==> src/sv/vld_pkg.sv <==
package vld_pkg;

    // detector states
    localparam logic [1:0] ST_IDLE   = 2'd0;
    localparam logic [1:0] ST_ACTIVE = 2'd1;
    localparam logic [1:0] ST_HANG   = 2'd2;

    // configuration register indexes
    localparam logic [1:0] REG_ENABLE     = 2'd0;
    localparam logic [1:0] REG_THRESHOLD  = 2'd1;
    localparam logic [1:0] REG_HANG_DELAY = 2'd2;

    // input opcodes and report kinds
    localparam logic OP_SAMPLE   = 1'b0;
    localparam logic OP_TICK     = 1'b1;
    localparam logic REP_LEVEL   = 1'b0;
    localparam logic REP_TIMEOUT = 1'b1;

    localparam int LEVEL_STEPS = 60;
    localparam longint unsigned STEP_RATIO = 64'd3827893632;
    localparam longint unsigned THR_MILLI  = 64'd4294967;

    typedef logic signed [6:0] level_t;
    localparam level_t LEVEL_FLOOR = -7'sd60;
    localparam level_t LEVEL_TOP   = 7'sd0;

    typedef logic [32:0] thr_t;
    typedef thr_t [LEVEL_STEPS-1:0] thr_table_t;

    // Build the descending -1 dB threshold ladder in Q0.32, last entry 0.001
    function automatic thr_table_t build_thresholds();
        thr_table_t tbl;
        longint unsigned t;
        t = 64'd1 << 32;
        for (int k = 0; k < LEVEL_STEPS; k++)
        begin
            if (k == LEVEL_STEPS - 1)
                t = THR_MILLI;
            else
                t = (t * STEP_RATIO + (64'd1 << 31)) >> 32;
            tbl[k] = t[32:0];
        end
        return tbl;
    endfunction

    localparam thr_table_t THR_TABLE = build_thresholds();

    // status of the level unit towards the controller
    typedef struct packed {
        logic   busy;
        logic   done;
        level_t level;
    } lvl_status_t;

endpackage

==> src/sv/vld_level.sv <==
module vld_level
    import vld_pkg::*;
#(
    parameter int MAX_BLOCK   = 1024,
    parameter int SAMPLE_BITS = 16
) (
    input  logic                                         clk,
    input  logic                                         rst_n,
    input  logic                                         start,
    input  logic [$clog2(MAX_BLOCK+1)-1:0]               n,
    input  logic signed [SAMPLE_BITS+$clog2(MAX_BLOCK+1)-1:0] sum,
    output logic [((MAX_BLOCK > 1) ? $clog2(MAX_BLOCK) : 1)-1:0] rd_addr,
    input  logic signed [SAMPLE_BITS-1:0]                rd_data,
    output lvl_status_t                                  status
);

    localparam int CW  = $clog2(MAX_BLOCK + 1);
    localparam int AW  = (MAX_BLOCK > 1) ? $clog2(MAX_BLOCK) : 1;
    localparam int SW  = SAMPLE_BITS + CW;
    localparam int EW  = SW + 1;
    localparam int DW  = 2 * CW + SAMPLE_BITS;
    localparam int F   = 33 - SAMPLE_BITS;
    localparam int XW  = DW + F;
    localparam int NW  = 2 * CW;
    localparam int RW  = NW + 1;
    localparam int DCW = $clog2(XW + 1);
    localparam int KW  = 6;

    localparam logic [1:0] LP_IDLE = 2'd0;
    localparam logic [1:0] LP_PASS = 2'd1;
    localparam logic [1:0] LP_DIV  = 2'd2;
    localparam logic [1:0] LP_SRCH = 2'd3;

    logic [1:0]           phase_reg;
    logic [CW-1:0]        idx_reg;
    logic                 v1_reg, v2_reg, v3_reg;
    logic signed [EW-1:0] prod_reg, dev_reg;
    logic [DW-1:0]        acc_reg;
    logic [NW-1:0]        n2_reg;
    logic [XW-1:0]        quo_reg;
    logic [RW-1:0]        rem_reg;
    logic [DCW-1:0]       dcnt_reg;
    logic [KW-1:0]        k_reg;
    logic                 done_reg;
    level_t               level_reg;

    logic                 issue;
    logic                 pass_end;
    logic signed [EW-1:0] prod_c, dev_c;
    logic [EW-1:0]        mag_c;
    logic [RW-1:0]        trial;
    logic                 ge;
    logic [KW-1:0]        k_idx;
    logic                 above;
    logic                 stop;

    assign rd_addr  = idx_reg[AW-1:0];
    assign issue    = (phase_reg == LP_PASS) && (idx_reg < n);
    assign pass_end = (phase_reg == LP_PASS) && !(idx_reg < n)
                      && !v1_reg && !v2_reg && !v3_reg;

    // deviation pipeline: n*x, minus sum, magnitude
    assign prod_c = $signed({1'b0, n}) * rd_data;
    assign dev_c  = prod_reg - $signed({sum[SW-1], sum});
    assign mag_c  = dev_reg[EW-1] ? (~dev_reg + 1'b1) : dev_reg;

    // one restoring division step by n squared
    assign trial = {rem_reg[RW-2:0], quo_reg[XW-1]};
    assign ge    = trial >= {1'b0, n2_reg};

    // threshold ladder walk
    assign k_idx = (k_reg < KW'(LEVEL_STEPS)) ? k_reg : '0;
    assign above = quo_reg > XW'(THR_TABLE[k_idx]);
    assign stop  = (k_reg == KW'(LEVEL_STEPS)) || above;

    always_ff @(posedge clk or negedge rst_n)
    begin
        if (!rst_n)
        begin
            phase_reg <= LP_IDLE;
            v1_reg    <= 1'b0;
            v2_reg    <= 1'b0;
            v3_reg    <= 1'b0;
            done_reg  <= 1'b0;
        end
        else
        begin
            done_reg <= 1'b0;
            v1_reg   <= issue;
            v2_reg   <= v1_reg;
            v3_reg   <= v2_reg;
            unique case (phase_reg)
                LP_IDLE:
                begin
                    if (start)
                        phase_reg <= LP_PASS;
                end
                LP_PASS:
                begin
                    if (pass_end)
                        phase_reg <= LP_DIV;
                end
                LP_DIV:
                begin
                    if (dcnt_reg == DCW'(1))
                        phase_reg <= LP_SRCH;
                end
                LP_SRCH:
                begin
                    if (stop)
                    begin
                        phase_reg <= LP_IDLE;
                        done_reg  <= 1'b1;
                    end
                end
                default: phase_reg <= LP_IDLE;
            endcase
        end
    end

    // datapath registers
    always_ff @(posedge clk)
    begin
        if (v1_reg)
            prod_reg <= prod_c;
        if (v2_reg)
            dev_reg <= dev_c;
        unique case (phase_reg)
            LP_IDLE:
            begin
                idx_reg <= '0;
                acc_reg <= '0;
            end
            LP_PASS:
            begin
                n2_reg <= NW'(n) * NW'(n);
                if (issue)
                    idx_reg <= idx_reg + 1'b1;
                if (v3_reg)
                    acc_reg <= acc_reg + DW'(mag_c);
                quo_reg  <= XW'(acc_reg) << F;
                rem_reg  <= '0;
                dcnt_reg <= DCW'(XW);
            end
            LP_DIV:
            begin
                rem_reg  <= ge ? (trial - {1'b0, n2_reg}) : trial;
                quo_reg  <= {quo_reg[XW-2:0], ge};
                dcnt_reg <= dcnt_reg - 1'b1;
                k_reg    <= '0;
            end
            LP_SRCH:
            begin
                if (stop)
                    level_reg <= level_t'(-$signed({1'b0, k_reg}));
                else
                    k_reg <= k_reg + 1'b1;
            end
            default: idx_reg <= '0;
        endcase
    end

    assign status.busy  = (phase_reg != LP_IDLE);
    assign status.done  = done_reg;
    assign status.level = level_reg;

endmodule

==> config.mk <==
export PLATFORM = sky130hd
export DESIGN_NAME = vld_level
export DESIGN_NICKNAME = d
export VERILOG_FILES = /design/src/sv/vld_pkg.sv /design/src/sv/vld_level.sv
export SDC_FILE = /design/constraint.sdc
export NUM_CORES = 1
export LEC_CHECK = 0
export BUFFER_PORTS_ARGS = -buffer_cell sky130_fd_sc_hd__buf_2
export CORE_MARGIN = 1.5
export CORE_UTILIZATION = 55
export CTS_CLUSTER_DIAMETER = 100
export CTS_CLUSTER_SIZE = 10
export DETAILED_ROUTE_END_ITERATION = 12
export PLACE_DENSITY = 0.72
export SYNTH_ARGS = -nofsm -noshare
export SYNTH_HDL_FRONTEND = slang
export SYNTH_SLANG_ARGS = --single-unit
==> constraint.sdc <==
create_clock -name clk -period 10.53 [get_ports clk]
set_input_delay 0.5265 -clock clk [delete_from_list [all_inputs] [get_ports clk]]
set_output_delay 0.5265 -clock clk [all_outputs]
set_load 0.01 [all_outputs]
==> flow_summary.yaml <==
yosys:
  synth_cell_types: 85
  synth_seq_cells: 228
  synth_edf_count: 222
  synthCells: 2911
  syn-num-nets: 3453
  async_flop_share_pct: 2.63
  yosysWarningCount: 0
  synthFlopType: "edfxtp_1"
  avgSynthCellArea_um2: 9.19
  synth-seq-area-share_pct: 25.5
  synthesis.area_mm2: 0.0267
clocking:
  post_cts_buffers: 0
  h-tree-depth: 1
  cts_resized: 0
  clk_pin_slew_ns: 0.06
  cts_root_buf: "clkbuf_16"
  clock_latency_ns: 0.56
  ctsLongestPathBuffers: 3
  cts_tree: "yes"
  clkSinkCount: 228
  cts_buffers: 27
finish:
  layout-drive-gt1-share_pct: 6.87
  largest_reg_flops: 55
  final_common_cell: "inv_1"
  utilization_pct: 59.0
  fin_nets: 3444
  stdcell_count: 3527
  synthToLayoutAreaGrowth_pct: 5.59
  mostFrequentLayoutCells: "427 x inv_1, 274 x nand2_1, 255 x ha_1"
route:
  ant_nets: 0
  drtIter0Drc: 2153
  drc: 0
  vias: 21000
  first_pass_iters: 6
  drt_wl_total_um: 68200
  wl_per_cell_um: 19.3
  via_per_inst: 5.96
place:
  dp_hpwl_um: 52500
  place.gp.congestion: 1.02
  portBuffers: 75
  dp.cells: 3487
sta:
  worst_pin_slew_ns: 1.28
  fin_tns_setup_ns: 0
  setup_violations: 0
  skew_ns: 0.0172
  finalCritPeriodShare_pct: 56.4
  rsz0062_at_grt: "no"
  min_period_ns: 5.94
  slew_headroom_pct: 14.6
  max_freq_ghz: 0.168
  drv_slew: 0
  final_hold_viol_count: 0
setup_path:
  cp.arrival_ns: 6.37
  cp_data_required_time_ns: 10.96
  rr_startpoint: "k_reg[2]"
  crit_start: "k_reg[2]"
  cp-end-kind: "register"
  crit_path_start_kind: "register"
  rr_worst_depth: 19
  crit_fanout: 53
  critical_path_class: "register to register"
die:
  row_count: 80
  dieArea_mm2: 0.0500
  die_x_um: 224
  start_util_pct: 55.9
  die_h_um: 224
  core_area_mm2: 0.0478
  io_pins: 76
grt:
  grt_pass1_wl_um: 112000
  grt_remaining_overflow: 0
  grt_pass1_vias: 21100
  grt_max_degree: 85
  grt.total_usage_pct: 27.8
  antenna_found_initial: 1
run_status:
  status: "completed"
worst_hold_path:
  holdCritPathClass: "primary input to async pin"
flow_run:
  cap_violations: 0
-- critical path, stage by stage (launching register included) --
cell      delay [ns]
edfxtp_1        0.38
buf_4           0.32
nand4_1         0.17
buf_4           0.18
nand2_1         0.24
inv_1           0.29
ha_1            0.79
a21boi_0        0.29
o21ai_0         0.36
o21ai_0         0.24
a221o_1         0.36
ha_1            0.31
nand3_1         0.11
nor2_1          0.14
nand2_1         0.10
o221ai_1        0.23
a21oi_1         0.13
o21ai_0         0.21
or4b_2          0.65
mux2_2          0.30
-- routing by layer --
| metal | wire [um] | part of all wire (%) | vias to the layer above | GRT usage (%) |
|---|---|---|---|---|
| met5 | 0 | 0 | - | 0 |
| met4 | 2430 | 3.6 | 0 | 9.83 |
| met3 | 4180 | 6.1 | 172 | 3.36 |
| met2 | 32000 | 47 | 786 | 45.7 |
| met1 | 29600 | 43 | 10200 | 38.1 |
| li1 | - | - | 9856 | - |
-- cells in the mapped netlist, types with 26 or more instances --
cell type | number | share of area (%)
inv_1 | 427 | 6.0
nand2_1 | 274 | 3.8
ha_1 | 258 | 12
fa_1 | 227 | 17
edfxtp_1 | 222 | 25
nor2_1 | 178 | 2.5
a21oi_1 | 169 | 3.2
o21ai_0 | 128 | 2.4
xnor2_1 | 128 | 4.2
and2_1 | 127 | 3.0
clkbuf_1 | 109 | 1.5
a21o_1 | 66 | 1.9
nand3_1 | 45 | 0.84
mux2_2 | 42 | 1.8
xor2_1 | 36 | 1.2
o211ai_1 | 28 | 0.79
a211oi_1 | 26 | 0.73
nand2b_1 | 26 | 0.61
-- per-stage QoR --
step,setup WS (ns),hold WS (ns),instance area (um2)
3_3_place_gp,4.41,0.383,27500
5_1_grt,4.36,0.377,28200
6_report,4.59,0.358,28200
3_5_place_dp,4.30,0.384,27500
4_1_cts,4.88,0.344,28200
2_1_floorplan,4.67,0.231,26700
-- path summary, 6_finish.rpt --
check | end | slack [ns]
min in group clk | dev_reg[0] | 0.40
max reg2reg | phase_reg[1] | 4.59
min reg2reg | quo_reg[11] | 0.57
max | phase_reg[1] | 4.59
max in group asynchronous | done_reg | 9.99
min | phase_reg[0] | 0.36
-- logic make-up after synthesis --
| logic type | synth area share, % |
|---|---|
| buffers and inverters | 8.24 |
| XOR/XNOR | 5.37 |
| AND/OR/NAND/NOR | 14.2 |
| adder cells (fa/ha/maj) | 29.1 |
| flip-flops | 25.5 |
| AO/OA/AOI/OAI | 15.0 |
| multiplexers | 2.67 |
-- area by class of cell --
| type | count | area, um2 |
|---|---|---|
| multi-input combinational | 2116 | 17700 |
| clock inverter | 3 | 37.5 |
| antenna | 1 | 2.50 |
| timing repair buffer | 97 | 543 |
| clock buffer | 35 | 706 |
| tap | 615 | 769 |
| inverter | 432 | 1620 |
| fill | 4181 | 19600 |
| sequential | 228 | 6820 |
-- repair_timing --
item,4_1_cts,5_1_grt
hold endpoints to repair,6,0
hold buffers,1,0
setup endpoints to repair,0,0
Power is not shown: default switching activity piles up to over one toggle a cycle in this logic, so the estimate is an artifact.
